[config.mk]
export PLATFORM = sky130hd
export DESIGN_NAME = motor_state_observer_controller
export DESIGN_NICKNAME = d
export VERILOG_FILES = /design/src/sv/msoc_pkg.sv /design/src/sv/motor_state_observer_controller.sv /design/src/sv/msoc_mac.sv
export SDC_FILE = /design/constraint.sdc
export NUM_CORES = 2
export LEC_CHECK = 0
export BUFFER_PORTS_ARGS = -buffer_cell sky130_fd_sc_hd__buf_2
export CORE_ASPECT_RATIO = 1.4
export CORE_UTILIZATION = 55
export DETAILED_ROUTE_END_ITERATION = 7
export PLACE_DENSITY_LB_ADDON = 0.05
export SLEW_MARGIN = 10
export SYNTH_ARGS = -nofsm -noshare
export SYNTH_HDL_FRONTEND = slang
export SYNTH_SLANG_ARGS = --single-unit
export TNS_END_PERCENT = 50
[constraint.sdc]
create_clock -name clk_i -period 13.35 [get_ports clk_i]
set_clock_uncertainty 0.05 [all_clocks]
set_input_delay 0.6675 -clock clk_i [delete_from_list [all_inputs] [get_ports clk_i]]
set_output_delay 0.6675 -clock clk_i [all_outputs]
set_load 0.01 [all_outputs]
[src/sv/msoc_pkg.sv]
// Shared types, constants and helper functions of the motor state observer controller.
package msoc_pkg;

  localparam int FRAC_BITS = 16;
  localparam int QW        = 32;
  localparam int MW        = QW + 1;
  localparam int PW        = 2 * MW;
  localparam int ACC_W     = PW + 2;
  localparam int CMD_W     = 16;
  localparam int CNT_W     = 16;
  localparam int DW        = CNT_W + 1;
  localparam int CFG_IW    = 3;
  localparam int CFG_DW    = 64;
  localparam int IN_DW     = 56;
  localparam int OUT_DW    = 80;

  localparam logic signed [DW-1:0] COUNT_WRAP = DW'(65535);

  localparam logic signed [QW-1:0] Q_MAX = {1'b0, {(QW-1){1'b1}}};
  localparam logic signed [QW-1:0] Q_MIN = {1'b1, {(QW-1){1'b0}}};
  localparam logic signed [MW-1:0] Q_ONE =
    {{(MW-FRAC_BITS-1){1'b0}}, 1'b1, {FRAC_BITS{1'b0}}};

  typedef enum logic [CFG_IW-1:0] {
    REG_HIL_MODE,
    REG_PLANT_F,
    REG_PLANT_G,
    REG_FEEDBACK_K,
    REG_OBSERVER_L,
    REG_REF_GAIN,
    REG_COUNT_GAIN,
    REG_INV_PERIOD
  } cfg_reg_e;

  typedef enum logic [2:0] {
    DST_N0,
    DST_N1,
    DST_MEAS,
    DST_CMD,
    DST_HIL
  } dst_e;

  typedef struct packed {
    logic valid;
    logic shift;
    logic first;
    logic seed;
    logic last;
    dst_e dst;
  } mac_op_t;

  typedef struct packed {
    logic valid;
    dst_e dst;
  } mac_res_t;

  // Sign-extends a Q value to the multiplier operand width.
  function automatic logic signed [MW-1:0] sext_m(input logic signed [QW-1:0] v);
    return {v[QW-1], v};
  endfunction

  // Saturates a wide accumulator value to the signed Q range.
  function automatic logic signed [QW-1:0] sat_q(input logic signed [ACC_W-1:0] x);
    logic signed [ACC_W-1:0] lim_hi;
    logic signed [ACC_W-1:0] lim_lo;
    lim_hi = {{(ACC_W-QW){1'b0}}, Q_MAX};
    lim_lo = {{(ACC_W-QW){1'b1}}, Q_MIN};
    if (x > lim_hi) begin
      return Q_MAX;
    end else if (x < lim_lo) begin
      return Q_MIN;
    end
    return x[QW-1:0];
  endfunction

endpackage

[src/sv/motor_state_observer_controller.sv]
// A normal word runs twelve products through one shared multiplier, a HIL word uses the
// multiplier for its speed estimate, and a start word seeds the state without it.
// The input is not ready while a word is worked on.
// A finished word waits in the output register, so the next word can be taken meanwhile.
// Reset (rst_ni low, asynchronous) clears the observer state, the configuration and all valids.
module motor_state_observer_controller (
  input  logic                               clk_i,
  input  logic                               rst_ni,
  // Input stream.
  input  logic                               s_axis_tvalid,
  output logic                               s_axis_tready,
  // tdata from bit 0: encoder_count[15:0], count_up[16], reference[48:17], zero pad.
  input  logic [msoc_pkg::IN_DW-1:0]         s_axis_tdata,
  // tuser: start_req.
  input  logic                               s_axis_tuser,
  // Result stream.
  output logic                               m_axis_tvalid,
  input  logic                               m_axis_tready,
  // tdata from bit 0: command[15:0], position[47:16], speed[79:48].
  output logic [msoc_pkg::OUT_DW-1:0]        m_axis_tdata,
  // Configuration write channel.
  input  logic                               cfg_valid_i,
  output logic                               cfg_ready_o,
  input  logic [msoc_pkg::CFG_IW-1:0]        cfg_index_i,
  input  logic [msoc_pkg::CFG_DW-1:0]        cfg_data_i
);
  import msoc_pkg::*;

  typedef enum logic [1:0] {
    S_IDLE,
    S_RUN,
    S_DRAIN,
    S_FINISH
  } state_e;

  typedef enum logic [1:0] {
    KIND_START,
    KIND_HIL,
    KIND_NORMAL
  } kind_e;

  // One step per product; observer rows, position update, then the command sum.
  typedef enum logic [3:0] {
    ST_N0_EP,
    ST_N0_ES,
    ST_N0_PC,
    ST_N0_MP,
    ST_N1_EP,
    ST_N1_ES,
    ST_N1_PC,
    ST_N1_MP,
    ST_MEAS,
    ST_CMD_REF,
    ST_CMD_N0,
    ST_CMD_N1
  } step_e;

  localparam logic signed [QW-1:0] CMD_HI = QW'(2 ** (CMD_W - 1) - 1);
  localparam logic signed [QW-1:0] CMD_LO = -CMD_HI - QW'(1);

  // Integer part of a Q command, truncated toward zero and clamped to the command range.
  function automatic logic signed [CMD_W-1:0] cmd_of(input logic signed [QW-1:0] c);
    logic signed [QW-1:0] ip;
    ip = c >>> FRAC_BITS;
    if (c[QW-1] && (c[FRAC_BITS-1:0] != '0)) begin
      ip = ip + {{(QW-1){1'b0}}, 1'b1};
    end
    if (ip > CMD_HI) begin
      ip = CMD_HI;
    end else if (ip < CMD_LO) begin
      ip = CMD_LO;
    end
    return ip[CMD_W-1:0];
  endfunction

  // Configuration registers.
  logic                    hil_q;
  logic [CFG_DW-1:0]       plant_f_q;
  logic [CFG_DW-1:0]       plant_g_q;
  logic [CFG_DW-1:0]       feedback_k_q;
  logic [CFG_DW-1:0]       observer_l_q;
  logic signed [QW-1:0]    ref_gain_q;
  logic signed [QW-1:0]    count_gain_q;
  logic signed [QW-1:0]    inv_period_q;

  // Observer and controller state.
  logic signed [QW-1:0]    est_pos_q;
  logic signed [QW-1:0]    est_spd_q;
  logic signed [QW-1:0]    prev_cmd_q;
  logic signed [QW-1:0]    meas_q;
  logic [CNT_W-1:0]        prev_count_q;
  logic signed [QW-1:0]    n0_q;

  // Latched input word and sequencer.
  logic [CNT_W-1:0]        count_q;
  logic                    up_q;
  logic signed [QW-1:0]    ref_q;
  state_e                  state_q;
  kind_e                   kind_q;
  step_e                   step_q;

  logic                    m_valid_q;
  logic [OUT_DW-1:0]       m_data_q;

  logic signed [DW-1:0]    delta_raw;
  logic signed [DW-1:0]    delta;
  mac_op_t                 op;
  logic signed [MW-1:0]    op_a;
  logic signed [MW-1:0]    op_b;
  mac_res_t                res;
  logic signed [QW-1:0]    res_value;
  logic                    in_fire;
  logic signed [CMD_W-1:0] cmd_out;

  assign s_axis_tready = (state_q == S_IDLE);
  assign in_fire       = s_axis_tvalid & s_axis_tready;
  assign cfg_ready_o   = 1'b1;
  assign m_axis_tvalid = m_valid_q;
  assign m_axis_tdata  = m_data_q;

  // Count delta, wrapped by the counter period in the counting direction.
  always_comb begin
    delta_raw = $signed({1'b0, count_q}) - $signed({1'b0, prev_count_q});
    delta     = delta_raw;
    if (up_q && delta_raw < 0) begin
      delta = delta_raw + COUNT_WRAP;
    end else if (!up_q && delta_raw > 0) begin
      delta = delta_raw - COUNT_WRAP;
    end
  end

  // Operand selection for the shared multiplier. Both observer rows read the old
  // estimate; the new position estimate waits in n0_q until the command is done.
  always_comb begin
    op       = '0;
    op_a     = '0;
    op_b     = '0;
    if (state_q == S_RUN) begin
      op.valid = 1'b1;
      op.shift = 1'b1;
      if (kind_q == KIND_HIL) begin
        op_a     = sext_m(ref_q) - sext_m(meas_q);
        op_b     = sext_m(inv_period_q);
        op.first = 1'b1;
        op.last  = 1'b1;
        op.dst   = DST_HIL;
      end else begin
        case (step_q)
          ST_N0_EP: begin
            op_a     = Q_ONE - sext_m(observer_l_q[63:32]);
            op_b     = sext_m(est_pos_q);
            op.first = 1'b1;
          end
          ST_N0_ES: begin
            op_a = sext_m(plant_f_q[63:32]);
            op_b = sext_m(est_spd_q);
          end
          ST_N0_PC: begin
            op_a = sext_m(plant_g_q[63:32]);
            op_b = sext_m(prev_cmd_q);
          end
          ST_N0_MP: begin
            op_a    = sext_m(observer_l_q[63:32]);
            op_b    = sext_m(meas_q);
            op.last = 1'b1;
            op.dst  = DST_N0;
          end
          ST_N1_EP: begin
            op_a     = -sext_m(observer_l_q[31:0]);
            op_b     = sext_m(est_pos_q);
            op.first = 1'b1;
          end
          ST_N1_ES: begin
            op_a = sext_m(plant_f_q[31:0]);
            op_b = sext_m(est_spd_q);
          end
          ST_N1_PC: begin
            op_a = sext_m(plant_g_q[31:0]);
            op_b = sext_m(prev_cmd_q);
          end
          ST_N1_MP: begin
            op_a    = sext_m(observer_l_q[31:0]);
            op_b    = sext_m(meas_q);
            op.last = 1'b1;
            op.dst  = DST_N1;
          end
          ST_MEAS: begin
            // Integer product added onto the old measured position.
            op_a     = sext_m(count_gain_q);
            op_b     = MW'(delta);
            op.shift = 1'b0;
            op.first = 1'b1;
            op.seed  = 1'b1;
            op.last  = 1'b1;
            op.dst   = DST_MEAS;
          end
          ST_CMD_REF: begin
            op_a     = sext_m(ref_gain_q);
            op_b     = sext_m(ref_q);
            op.first = 1'b1;
          end
          ST_CMD_N0: begin
            op_a = sext_m(feedback_k_q[63:32]);
            op_b = sext_m(n0_q);
          end
          ST_CMD_N1: begin
            op_a    = sext_m(feedback_k_q[31:0]);
            op_b    = sext_m(est_spd_q);
            op.last = 1'b1;
            op.dst  = DST_CMD;
          end
          default: begin
            op.valid = 1'b0;
          end
        endcase
      end
    end
  end

  msoc_mac u_mac (
    .clk_i       (clk_i),
    .rst_ni      (rst_ni),
    .op_i        (op),
    .a_i         (op_a),
    .b_i         (op_b),
    .seed_i      (meas_q),
    .res_o       (res),
    .res_value_o (res_value)
  );

  assign cmd_out = (kind_q == KIND_NORMAL) ? cmd_of(prev_cmd_q) : '0;

  always_ff @(posedge clk_i or negedge rst_ni) begin
    if (!rst_ni) begin
      hil_q        <= 1'b0;
      plant_f_q    <= '0;
      plant_g_q    <= '0;
      feedback_k_q <= '0;
      observer_l_q <= '0;
      ref_gain_q   <= '0;
      count_gain_q <= '0;
      inv_period_q <= '0;
      est_pos_q    <= '0;
      est_spd_q    <= '0;
      prev_cmd_q   <= '0;
      meas_q       <= '0;
      prev_count_q <= '0;
      n0_q         <= '0;
      count_q      <= '0;
      up_q         <= 1'b0;
      ref_q        <= '0;
      state_q      <= S_IDLE;
      kind_q       <= KIND_START;
      step_q       <= ST_N0_EP;
      m_valid_q    <= 1'b0;
      m_data_q     <= '0;
    end else begin
      if (cfg_valid_i) begin
        case (cfg_reg_e'(cfg_index_i))
          REG_HIL_MODE:   hil_q        <= cfg_data_i[0];
          REG_PLANT_F:    plant_f_q    <= cfg_data_i;
          REG_PLANT_G:    plant_g_q    <= cfg_data_i;
          REG_FEEDBACK_K: feedback_k_q <= cfg_data_i;
          REG_OBSERVER_L: observer_l_q <= cfg_data_i;
          REG_REF_GAIN:   ref_gain_q   <= cfg_data_i[QW-1:0];
          REG_COUNT_GAIN: count_gain_q <= cfg_data_i[QW-1:0];
          REG_INV_PERIOD: inv_period_q <= cfg_data_i[QW-1:0];
          default: begin
          end
        endcase
      end

      // While a finished word is being loaded, the load below decides the valid.
      if (m_valid_q && m_axis_tready && (state_q != S_FINISH)) begin
        m_valid_q <= 1'b0;
      end

      // Results coming back from the shared unit.
      if (res.valid) begin
        case (res.dst)
          DST_N0:   n0_q      <= res_value;
          DST_N1:   est_spd_q <= res_value;
          DST_MEAS: meas_q    <= res_value;
          DST_CMD: begin
            prev_cmd_q   <= res_value;
            est_pos_q    <= n0_q;
            prev_count_q <= count_q;
          end
          DST_HIL: begin
            est_spd_q <= res_value;
            est_pos_q <= ref_q;
            meas_q    <= ref_q;
          end
          default: begin
          end
        endcase
      end

      case (state_q)
        S_IDLE: begin
          if (in_fire) begin
            count_q <= s_axis_tdata[15:0];
            up_q    <= s_axis_tdata[16];
            ref_q   <= s_axis_tdata[48:17];
            step_q  <= ST_N0_EP;
            if (s_axis_tuser) begin
              // A start word seeds the state at once.
              kind_q       <= KIND_START;
              prev_cmd_q   <= '0;
              est_pos_q    <= s_axis_tdata[48:17];
              est_spd_q    <= '0;
              meas_q       <= s_axis_tdata[48:17];
              prev_count_q <= s_axis_tdata[15:0];
              state_q      <= S_FINISH;
            end else begin
              kind_q  <= hil_q ? KIND_HIL : KIND_NORMAL;
              state_q <= S_RUN;
            end
          end
        end
        S_RUN: begin
          if (kind_q == KIND_HIL || step_q == ST_CMD_N1) begin
            state_q <= S_DRAIN;
          end else begin
            step_q <= step_e'(step_q + 4'd1);
          end
        end
        S_DRAIN: begin
          state_q <= S_FINISH;
        end
        S_FINISH: begin
          if (!m_valid_q || m_axis_tready) begin
            m_data_q  <= {est_spd_q, meas_q, cmd_out};
            m_valid_q <= 1'b1;
            state_q   <= S_IDLE;
          end
        end
        default: begin
          state_q <= S_IDLE;
        end
      endcase
    end
  end

endmodule

[src/sv/msoc_mac.sv]
// Shared multiply-accumulate unit: registered product, exact accumulation, saturated result.
module msoc_mac (
  input  logic                              clk_i,
  input  logic                              rst_ni,
  input  msoc_pkg::mac_op_t                 op_i,
  input  logic signed [msoc_pkg::MW-1:0]    a_i,
  input  logic signed [msoc_pkg::MW-1:0]    b_i,
  input  logic signed [msoc_pkg::QW-1:0]    seed_i,
  output msoc_pkg::mac_res_t                res_o,
  output logic signed [msoc_pkg::QW-1:0]    res_value_o
);
  import msoc_pkg::*;

  mac_op_t                  op_q;
  logic signed [PW-1:0]     prod_q;
  logic signed [ACC_W-1:0]  acc_q;
  logic signed [ACC_W-1:0]  base;
  logic signed [ACC_W-1:0]  term;
  logic signed [ACC_W-1:0]  sum;

  always_ff @(posedge clk_i or negedge rst_ni) begin
    if (!rst_ni) begin
      op_q <= '0;
    end else begin
      op_q <= op_i;
    end
  end

  always_ff @(posedge clk_i) begin
    prod_q <= a_i * b_i;
    if (op_q.valid) begin
      acc_q <= sum;
    end
  end

  // Q products are floored by the arithmetic shift; the count term is an integer product.
  always_comb begin
    term = op_q.shift ? ACC_W'(prod_q >>> FRAC_BITS) : ACC_W'(prod_q);
    if (op_q.first) begin
      base = op_q.seed ? ACC_W'(seed_i) : '0;
    end else begin
      base = acc_q;
    end
    sum = base + term;
  end

  assign res_o.valid = op_q.valid & op_q.last;
  assign res_o.dst   = op_q.dst;
  assign res_value_o = sat_q(sum);

endmodule
==> flow_summary_export.csv <==
group,metric,value,unit
worst_setup_path,cp-start-kind,"register",
place,dpl_worst_slack,0.704,ns
sta,rsz0062_at_grt,"false",
yosys,syn_area,0.0832,sq mm
global_route,antenna_found_initial,30,
clock_network,insertion_delay,0.74,ns
worst_setup_path,worstPathRequired,13.94,ns
final_layout,stdcell_count,10800,
yosys,yosys.area_share.adder,32.8,%
floorplan,die_w,331,microns
flow_run,maxCapViolations,0,
global_route,grt_max_degree,176,
yosys,syn_inst,8749,
sta,fin_crit_sh,95.9,%
yosys,synth-xor-area-share,2.56,%
clock_network,cts.sinks,809,
sta,setup_viol,0,
floorplan,die_area,0.153,sq mm
worst_setup_path,arrival,13.39,ns
worst_setup_path,cp_top_family,"adder cells",
yosys,synth_edf_count,68,
final_layout,nNetsFinal,10400,
worst_setup_path,endpoint_kind,"register",
yosys,syn_avg_cell_area,9.51,sq um
yosys,ys_warn_count,0,
sta,slew_violations,0,
global_route,grt.overflow.total,0,
floorplan,io_pins,212,
detailed_routing,drc,0,
place,dp_cells,10700,
sta,period_needed,12.80,ns
yosys,synth_ff_type,"dfrtp_1",
worst_setup_path,cpMaxStageDelayCell,"a221oi_4",
yosys,synthSimpleGateAreaFrac,12.3,%
clock_network,htree_num_levels,3,
detailed_routing,drt_pass1_iterations,6,
clock_network,cts_tree,"built",
sta,max_freq,0.0781,GHz
worst_setup_path,critPathMaxFanout,14,
detailed_routing,wirelength,320,mm
clock_network,cts_made_buffers,84,
global_route,track_usage,42.3,%
clock_network,cts_setup_buffers,0,
detailed_routing,wire_per_inst,29.5,microns
place,globalplace.congestion,1.00,
sta,fin_ws,0.551,ns
yosys,synth-async-reset-ratio,83.4,%
sta,tightest_slew,1.42,ns
run_status,outcome,"completed",
worst_setup_path,critPathBufInv,6,
worst_setup_path,cpPeakStageDelay,0.77,ns
clock_network,root_buffer,"clkbuf_16",
floorplan,die_h,462,microns
yosys,ys_ff_latch,809,
floorplan,core-area,0.150,sq mm
yosys,seq_area_frac_synth,24.3,%
place,io_buffers,203,
final_layout,final_cell_mix,"inv_1, fa_1, nand2_1",
detailed_routing,viasPerCell,6.31,
clock_network,clockBufferDepth,3,
yosys,synth_top_family_by_area,"adder cells",
detailed_routing,vias,68300,
sta,tns,0,ns
sta,finalHoldViolations,0,
detailed_routing,drt_iter0_drc,6580,
hold_path,holdCritPathClass,"input pin to register",
final_layout,final_common_cell,"inv_1",
final_layout,fill_cells,13200,
clock_network,clkTransAtPathRegs,0.07,ns
detailed_routing,postRouteAntennaNets,0,
final_layout,drive_above_1_share,13.6,%
sta,slew_headroom,4.20,%
floorplan,start_util,55.5,%
final_layout,area_growth,8.40,%
floorplan,core.rowCount,168,
yosys,synth-compound-area-share,12.6,%
yosys,synth.mux.area_fraction,6.97,%
global_route,grt_pass1_wl,464,mm
worst_setup_path,crit_top_cell,"fa_1",
global_route,grt_pass1_vias,70000,
worst_setup_path,path_class,"register to register",
place,dp_hpwl,246,mm
yosys,ys_types,96,
yosys,synth.net_count,10400,
-- routing by layer --
metal  wire length, microns  GRT usage, %
met1                 114000          49.5
met2                 149000          67.5
met3                  26200          8.66
met4                  30400          33.9
met5                    148             0
-- per-stage QoR --
stage / utilization [%] / area, sq um / hold WS, ns
finish: 60.2 / 90200 / 0.0920
global route: 60.2 / 90200 / 0.110
CTS: 60.1 / 90100 / 0.0573
detailed placement: 58.2 / 87200 / 0.419
global placement: 58.2 / 87200 / 0.414
floorplan: - / 83200 / 0.322
-- state kept, by name (all words and copies together), names as in the netlist, 64 cells and up --
name / cells
plant_g_q: 64
m_axis_tdata: 80
feedback_k_q: 64
u_mac.prod_q: 66
plant_f_q: 64
u_mac.acc_q: 68
observer_l_q: 64
-- logic make-up (layout without fill, tap and decap cells) --
family	count (synthesis)	count (layout)
AO/OA/AOI/OAI	1541	1541
buffers and inverters	1844	1969
adder cells (fa/ha/maj)	1494	1494
XOR/XNOR	243	243
flip-flops	809	809
other	1	8
multiplexers	519	519
AND/OR/NAND/NOR	2298	2298
-- final timing paths --
check / startpoint / endpoint / slack, ns / cells after the start
setup / recovery: prev_count_q[0] / u_mac.prod_q[63] / 0.55 / 41
hold / removal: s_axis_tdata[2] / prev_count_q[2] / 0.09 / 3
setup reg to reg: prev_count_q[0] / u_mac.prod_q[63] / 0.55 / 41
hold reg to reg: m_axis_tdata[44] / m_axis_tdata[44] / 0.43 / 2
max in group asynchronous: rst_ni / observer_l_q[34] / 9.49 / 5
min in group asynchronous: rst_ni / m_axis_tdata[6] / 0.49 / 2
-- cells in the mapped netlist, drive strengths merged, types with 36 or more instances --
| master | count | area (sq um) |
|---|---|---|
| inv | 1345 | 5050 |
| fa | 1148 | 23000 |
| nand2 | 880 | 3310 |
| nor2 | 729 | 2740 |
| dfrtp | 675 | 16900 |
| mux2 | 483 | 5440 |
| clkbuf | 425 | 1600 |
| ha | 346 | 4330 |
| a21oi | 336 | 1680 |
| o21ai | 301 | 1510 |
| xnor2 | 155 | 1360 |
| a22oi | 149 | 1120 |
| nand3 | 107 | 536 |
| and2 | 105 | 657 |
| a31oi | 96 | 616 |
| a21o | 90 | 676 |
| xor2 | 88 | 771 |
| buf | 74 | 360 |
| nor3 | 73 | 375 |
| a221oi | 69 | 629 |
| edfxtp | 68 | 2040 |
| nor2b | 68 | 425 |
| nand4 | 67 | 419 |
| dfxtp | 66 | 1320 |
| nand2b | 66 | 413 |
| nor4 | 66 | 413 |
| a22o | 65 | 569 |
| o211ai | 61 | 458 |
| o21a | 49 | 368 |
| a21boi | 42 | 319 |
| mux2i | 36 | 360 |
-- repair_timing --
item                                   4_1_cts  5_1_grt
hold buffers                                 1        0
setup endpoints to repair                    0        2
endpoints found under the hold margin       92        0
gates resized for setup                      0        4
-- area by class of cell --
| type | count | area, sq um | share of cell area [%] |
|---|---|---|---|
| tap | 1955 | 2450 | 2.71 |
| clock inverter | 29 | 373 | 0.413 |
| sequential | 809 | 20300 | 22.5 |
| timing repair buffer | 473 | 3220 | 3.57 |
| inverter | 1345 | 5050 | 5.60 |
| antenna | 7 | 17.5 | 0.0194 |
| multi-input combinational | 6096 | 56300 | 62.4 |
| clock buffer | 122 | 2510 | 2.78 |
-- worst min-delay path: cells and delay by family --
| kind | cells | cell delay, ns |
|---|---|---|
| compound gates | 1 | 0.06 |
| simple gates | 1 | 0.04 |
| buf+inv | 1 | 0.09 |
Power is not shown: default switching activity piles up to over one toggle a cycle in this logic, so the estimate is an artifact.
